<file path="src/design/shar_pkg.sv">
`timescale 1ns / 1ps

package shar_pkg;

  // default ring depth
  localparam int DEPTH_DEFAULT = 128;

  // sample and margin widths (signed Q8.8, unsigned Q7.8)
  localparam int SAMPLE_W = 16;
  localparam int MARGIN_W = 15;
  localparam int CFG_INDEX_W = 3;
  localparam int CFG_DATA_W = 16;

  // operation codes
  typedef enum logic {
    OP_PUSH  = 1'b0,
    OP_QUERY = 1'b1
  } op_t;

  // configuration register indexes
  typedef enum logic [CFG_INDEX_W-1:0] {
    REG_LOCK_LOW   = 3'd0,
    REG_LOCK_HIGH  = 3'd1,
    REG_FIXED_LOW  = 3'd2,
    REG_FIXED_HIGH = 3'd3,
    REG_MARGIN     = 3'd4
  } cfg_reg_t;

  // sequencer states
  typedef enum logic [1:0] {
    ST_IDLE,
    ST_SCAN,
    ST_LAST,
    ST_WIDEN
  } state_t;

  // input request
  typedef struct packed {
    logic               op;
    logic signed [15:0] sample;
  } req_t;

  // result
  typedef struct packed {
    logic signed [15:0] range_low;
    logic signed [15:0] range_high;
  } res_t;

  // ring memory write port
  typedef struct packed {
    logic               we;
    logic signed [15:0] wdata;
  } ram_wr_t;

endpackage

</file>
<file path="src/design/shar_ram.sv">
`timescale 1ns / 1ps

module shar_ram
  import shar_pkg::*;
#(
  parameter int DEPTH = DEPTH_DEFAULT,
  parameter int AW    = $clog2(DEPTH)
) (
  input  logic                       clk,
  input  ram_wr_t                    wr,
  input  logic [AW-1:0]              waddr,
  input  logic [AW-1:0]              raddr,
  output logic signed [SAMPLE_W-1:0] rdata
);

  logic signed [SAMPLE_W-1:0] mem [DEPTH];

  // write port
  always_ff @(posedge clk) begin
    if (wr.we) begin
      mem[waddr] <= wr.wdata;
    end
  end

  // registered read port
  always_ff @(posedge clk) begin
    rdata <= mem[raddr];
  end

endmodule

</file>
<file path="src/design/sample_history_autorange.sv">
`timescale 1ns / 1ps

// sample history ring with min/max display range query
//
// request channel: a request is taken at a rising edge with start high and
// busy low. op push writes the sample into the ring at that edge and busy
// stays low, so pushes can follow every cycle while no query runs. op query
// raises busy while the ring is scanned oldest to newest through the single
// registered read port of the ring memory, one entry per cycle through one
// shared min/max compare unit; every stored sample is read (one slot on an
// empty ring). busy stays high through scan, last and widen, then strobe
// is high for exactly one cycle with the result on result. The receiver
// cannot stall; strobe drops after that cycle, result stays until replaced.
// config channel: cfg_ready is always high; write only while idle.
// reset: synchronous, clears the ring pointers and loads register defaults
// (both sides bound, fixed values zero, margin 26). The ring memory itself
// is not swept: an empty ring that never saw a push reads as zero.
module sample_history_autorange
  import shar_pkg::*;
#(
  parameter int DEPTH = DEPTH_DEFAULT
) (
  input  logic                   clk,
  input  logic                   rst,
  input  logic                   start,
  output logic                   busy,
  input  req_t                   request,
  output logic                   strobe,
  output res_t                   result,
  input  logic                   cfg_valid,
  output logic                   cfg_ready,
  input  logic [CFG_INDEX_W-1:0] cfg_index,
  input  logic [CFG_DATA_W-1:0]  cfg_data
);

  localparam int AW = $clog2(DEPTH);
  localparam logic [AW-1:0] LAST_INDEX = AW'(DEPTH - 1);

  state_t state, state_next;

  logic [AW-1:0] head, oldest, addr, remain;
  logic          filled;
  logic          rd_valid, first;
  logic          issue;

  logic signed [SAMPLE_W-1:0] rdata, scan_data, lo, hi;

  logic                       lock_low, lock_high;
  logic signed [SAMPLE_W-1:0] fixed_low, fixed_high;
  logic [MARGIN_W-1:0]        margin;

  ram_wr_t ram_wr;
  logic    push_acc, query_acc;

  function automatic logic [AW-1:0] next_index(input logic [AW-1:0] i);
    return (i == LAST_INDEX) ? '0 : i + AW'(1);
  endfunction

  assign cfg_ready = 1'b1;
  assign busy      = (state != ST_IDLE);
  assign push_acc  = start && !busy && (request.op == OP_PUSH);
  assign query_acc = start && !busy && (request.op == OP_QUERY);

  // ring memory
  assign ram_wr.we    = push_acc;
  assign ram_wr.wdata = request.sample;

  shar_ram #(
    .DEPTH (DEPTH),
    .AW    (AW)
  ) u_ram (
    .clk   (clk),
    .wr    (ram_wr),
    .waddr (head),
    .raddr (addr),
    .rdata (rdata)
  );

  // configuration registers
  always_ff @(posedge clk) begin
    if (rst) begin
      lock_low   <= 1'b1;
      lock_high  <= 1'b1;
      fixed_low  <= '0;
      fixed_high <= '0;
      margin     <= MARGIN_W'(26);
    end else if (cfg_valid && cfg_ready) begin
      case (cfg_index)
        REG_LOCK_LOW:   lock_low   <= cfg_data[0];
        REG_LOCK_HIGH:  lock_high  <= cfg_data[0];
        REG_FIXED_LOW:  fixed_low  <= cfg_data;
        REG_FIXED_HIGH: fixed_high <= cfg_data;
        REG_MARGIN:     margin     <= cfg_data[MARGIN_W-1:0];
        default: ;
      endcase
    end
  end

  // ring pointers
  always_ff @(posedge clk) begin
    if (rst) begin
      head   <= '0;
      oldest <= '0;
      filled <= 1'b0;
    end else if (push_acc) begin
      head   <= next_index(head);
      filled <= 1'b1;
      if (next_index(head) == oldest) begin
        oldest <= next_index(oldest);
      end
    end
  end

  // next state
  always_comb begin
    state_next = state;
    case (state)
      ST_IDLE:  if (query_acc) state_next = ST_SCAN;
      ST_SCAN:  if (remain == AW'(1)) state_next = ST_LAST;
      ST_LAST:  state_next = ST_WIDEN;
      ST_WIDEN: state_next = ST_IDLE;
      default:  state_next = ST_IDLE;
    endcase
  end

  // sequencer outputs
  always_comb begin
    issue = 1'b0;
    case (state)
      ST_SCAN: issue = 1'b1;
      default: issue = 1'b0;
    endcase
  end

  always_ff @(posedge clk) begin
    if (rst) begin
      state    <= ST_IDLE;
      rd_valid <= 1'b0;
      strobe   <= 1'b0;
    end else begin
      state    <= state_next;
      rd_valid <= issue;
      strobe   <= (state == ST_WIDEN);
    end
  end

  // scan address and count
  always_ff @(posedge clk) begin
    if (query_acc) begin
      addr   <= oldest;
      remain <= (head == oldest) ? AW'(1) :
                (head > oldest)  ? head - oldest :
                                   AW'(DEPTH + int'(head) - int'(oldest));
    end else if (issue) begin
      addr   <= next_index(addr);
      remain <= remain - AW'(1);
    end
  end

  // slot never written reads as zero
  assign scan_data = filled ? rdata : '0;

  // shared min/max compare unit
  always_ff @(posedge clk) begin
    if (query_acc) begin
      first <= 1'b1;
    end else if (rd_valid) begin
      first <= 1'b0;
      if (first || scan_data < lo) lo <= scan_data;
      if (first || scan_data > hi) hi <= scan_data;
    end
  end

  // widening with saturation when min equals max, then bound sides
  logic signed [SAMPLE_W:0] lo_wide, hi_wide;
  logic signed [SAMPLE_W-1:0] lo_sat, hi_sat, lo_out, hi_out;

  always_comb begin
    lo_wide = {lo[SAMPLE_W-1], lo} - $signed({2'b00, margin});
    hi_wide = {hi[SAMPLE_W-1], hi} + $signed({2'b00, margin});
    lo_sat  = (lo_wide[SAMPLE_W] != lo_wide[SAMPLE_W-1]) ?
              {1'b1, {(SAMPLE_W-1){1'b0}}} : lo_wide[SAMPLE_W-1:0];
    hi_sat  = (hi_wide[SAMPLE_W] != hi_wide[SAMPLE_W-1]) ?
              {1'b0, {(SAMPLE_W-1){1'b1}}} : hi_wide[SAMPLE_W-1:0];
    lo_out  = (lo == hi) ? lo_sat : lo;
    hi_out  = (lo == hi) ? hi_sat : hi;
    if (lock_low)  lo_out = fixed_low;
    if (lock_high) hi_out = fixed_high;
  end

  // result register
  always_ff @(posedge clk) begin
    if (state == ST_WIDEN) begin
      result.range_low  <= lo_out;
      result.range_high <= hi_out;
    end
  end

endmodule

</file>
<file path="config.mk">
export PLATFORM = sky130hd
export DESIGN_NAME = sample_history_autorange
export DESIGN_NICKNAME = d
export VERILOG_FILES = /design/src/design/shar_pkg.sv /design/src/design/shar_ram.sv /design/src/design/sample_history_autorange.sv
export SDC_FILE = /design/constraint.sdc
export NUM_CORES = 2
export LEC_CHECK = 0
export BUFFER_PORTS_ARGS = -buffer_cell sky130_fd_sc_hd__buf_2
export CORE_AREA = 2 2 371 373
export CTS_CLUSTER_DIAMETER = 150
export DETAILED_ROUTE_END_ITERATION = 8
export DIE_AREA = 0 0 373 375
export PLACE_DENSITY_LB_ADDON = 0.12
export SETUP_SLACK_MARGIN = 0.4
export SYNTH_ARGS = -nofsm -noshare
export SYNTH_HDL_FRONTEND = slang
export SYNTH_HIERARCHICAL = 1
export SYNTH_SLANG_ARGS = --single-unit
export TNS_END_PERCENT = 100
</file>
<file path="constraint.sdc">
create_clock -name clk -period 10.58 [get_ports clk]
set_clock_uncertainty 0.05 [all_clocks]
set_input_delay 0.529 -clock clk [delete_from_list [all_inputs] [get_ports clk]]
set_output_delay 0.529 -clock clk [all_outputs]
set_load 0.01 [all_outputs]
</file>
==> flow_metrics.py <==
metrics = {
    "synthesis": {
        "yosys_warnings": 6,
        "postSynthRegisterBits": 2211,
        "async_flop_share": 0,
        "synth_area_um2": 87800,
        "syn-num-nets": 4232,
        "synth_ff_type": "edfxtp_1",
        "synth_seq_area_share": 0.747,
        "post_synthesis_cells": 4114,
        "synth_area_per_cell_um2": 21.3,
        "number_of_enable_flip_flop_cells_after_synthesis": 2126,
        "synth.distinct_cells": 88,
    },
    "clock_network": {
        "cts_tree": "yes",
        "clock_latency_ns": 0.83,
        "cts_sinks": 2211,
        "clockBufferDepth": 3,
        "cts_made_buffers": 208,
        "post_cts.repair.setup_buffers": 0,
        "clk_root_buffer_cell": "clkbuf_16",
        "h-tree-depth": 4,
        "clk_transition_reported_paths_ns": 0.06,
    },
    "placed_design": {
        "hpwlAfterDp_um": 123000,
        "count_of_input_and_output_buffers": 73,
        "finalWeightedCongestion": 0.856,
        "place_worst_setup_slack_ns": 5.83,
    },
    "sta": {
        "finalHoldWorstSlack_ns": 0.0809,
        "rsz_0062_raised_after_global_routing": "no",
        "timing.final.max_slew_violations": 0,
        "timing.final.crit_share": 0.443,
        "final.setup.tns_ns": 0,
        "worst_slack_ns": 5.90,
        "post-route-min-period_ns": 4.68,
        "pin_slew_with_the_least_headroom_to_its_limit_ns": 1.33,
        "final-hold-violation-count": 0,
        "fmaxAchievable_mhz": 214,
        "setup_viol": 0,
        "relSlewSlack": 0.112,
    },
    "global_route": {
        "aggregate_global_route_resource_usage": 0.317,
        "grt_antenna_before_repair": 15,
        "grt_max_degree": 127,
        "grt_ovf": 0,
        "first_pass_grt_wire_length_um": 311000,
        "grt_pass1_vias": 43600,
    },
    "floorplanning": {
        "chipHeight_um": 375,
        "pin_count": 75,
        "die_area_um2": 140000,
        "initial_utilization": 0.644,
        "core.rowCount": 136,
        "die_outline_width_um": 373,
        "core_area_um2": 136000,
    },
    "min_path": {
        "min-delay-path-class": "in2reg",
    },
    "critical_path": {
        "timing.critical_path.fanout_max": 103,
        "cp.arrival_ns": 5.35,
        "worstPathRequired_ns": 11.25,
        "reg2reg_slack_ns": 5.90,
        "cp-end-kind": "register",
        "timing_worst_setup_path_type": "reg2reg",
        "timing.critical_path.from_type": "register",
    },
    "routing": {
        "via_count": 43600,
        "drt_first_pass_iters": 5,
        "route.final.wire_length_um": 216000,
        "routed_via_density": 6.85,
        "remaining_drc_errors": 0,
        "drt_first_iter_violations": 5843,
        "routed_wl_per_cell_um": 34.0,
        "antenna_left": 0,
    },
    "cells_and_area": {
        "syn_to_final_growth_pct": 11.6,
        "layout_commonest_cell": "edfxtp_1",
        "layout.cells.most_common_list": "edfxtp_1 (2126), mux4_2 (672), clkbuf_16 (213), buf_4 (195), nand2_1 (172)",
        "drive_gt1_frac": 0.285,
        "count_of_nets_after_finishing": 4512,
    },
    "pwr": {
        "cellLeakagePower_nw": 31.1,
        "power.ir.vdd_worst_mv": 0.305,
        "power_per_cell_area_nw_per_um2": 237,
    },
    "flow_run": {
        "maxCapViolations": 0,
    },
    "outcome": {
        "status": "finished, final reports clean",
    },
}
-- path summary, 6_finish.rpt --
| check | from | end | cells after the start |
|---|---|---|---|
| worst min-delay path | request[6] | u_ram/mem[75][6] | 1 |
| worst max-delay path | addr[0] | u_ram/rdata[12] | 7 |
| worst min register to register | rd_valid | first | 1 |
| worst max register to register | addr[0] | u_ram/rdata[12] | 7 |
-- layout make-up --
type	count	area, um2
inverter	78	293
antenna	4	10.0
tap	1794	2240
clock inverter	116	1080
multi-input combinational	1620	21100
sequential	2211	65500
fill	7795	38400
clock buffer	265	5610
timing repair buffer	275	2030
-- through the flow --
stage,cell area (um2),power (mW),utilization,instances
floorplan,87800,13.9,-,4114
global placement,91100,16.0,0.668,5960
detailed placement,91100,16.1,0.668,5960
CTS,97900,23.4,0.719,6359
global route,97900,23.9,0.719,6359
finish,97900,23.3,0.719,6363
-- critical path: stages (launching register included) --
cell and delay, ns:
edfxtp_1 0.40, buf_4 0.57, buf_4 0.69, buf_12 0.62, mux4_2 0.66, mux4_2 0.54, mux4_2 0.50, mux2_2 0.27
-- per-layer routing --
layer,global-route usage,vias up,share of wire
li1,-,17700,-
met4,0.101,10,0.032
met3,0.0649,366,0.11
met5,0,-,0.00036
met2,0.509,2646,0.49
met1,0.448,22800,0.37
-- sequential cells by signal, indices dropped and copies added, names as in the netlist, 15 cells and up --
| register | count |
|---|---|
| fixed_low | 16 |
| result | 32 |
| lo | 16 |
| margin | 15 |
| u_ram/rdata | 16 |
| u_ram/mem | 2048 |
| hi | 16 |
| fixed_high | 16 |
-- logic make-up after synthesis --
kind of cell,synth area share
compound gates,0.0196
xor+xnor,0.00529
fa+ha+maj,0.0115
buf+inv,0.0136
flops,0.747
mux,0.175
other cells,0.0000427
simple gates,0.0277
-- where the power goes --
part	internal, mW	switching [mW]	total, mW
combinational	2.76	3.33	6.09
sequential	9.72	0.116	9.84
clock	4.15	3.18	7.33
total	16.6	6.62	23.3
-- cells in the mapped netlist, types with 30 or more instances --
cell | number | share of area
a21oi_1 | 101 | 0.0058
buf_1 | 30 | 0.0013
buf_2 | 52 | 0.0030
clkbuf_1 | 114 | 0.0049
dfxtp_1 | 85 | 0.019
edfxtp_1 | 2126 | 0.73
ha_1 | 75 | 0.011
inv_1 | 77 | 0.0033
mux4_2 | 672 | 0.17
nand2_1 | 172 | 0.0074
nand3_1 | 32 | 0.0018
nor2_1 | 163 | 0.0070
nor3_1 | 33 | 0.0019
o21ai_0 | 42 | 0.0024
-- what timing repair did --
action                    4_1_cts  5_1_grt
hold endpoints to repair       59        0
resized for setup               0        0
hold buffers                   18        0
Note: power is estimated with default switching activity, not from simulation.
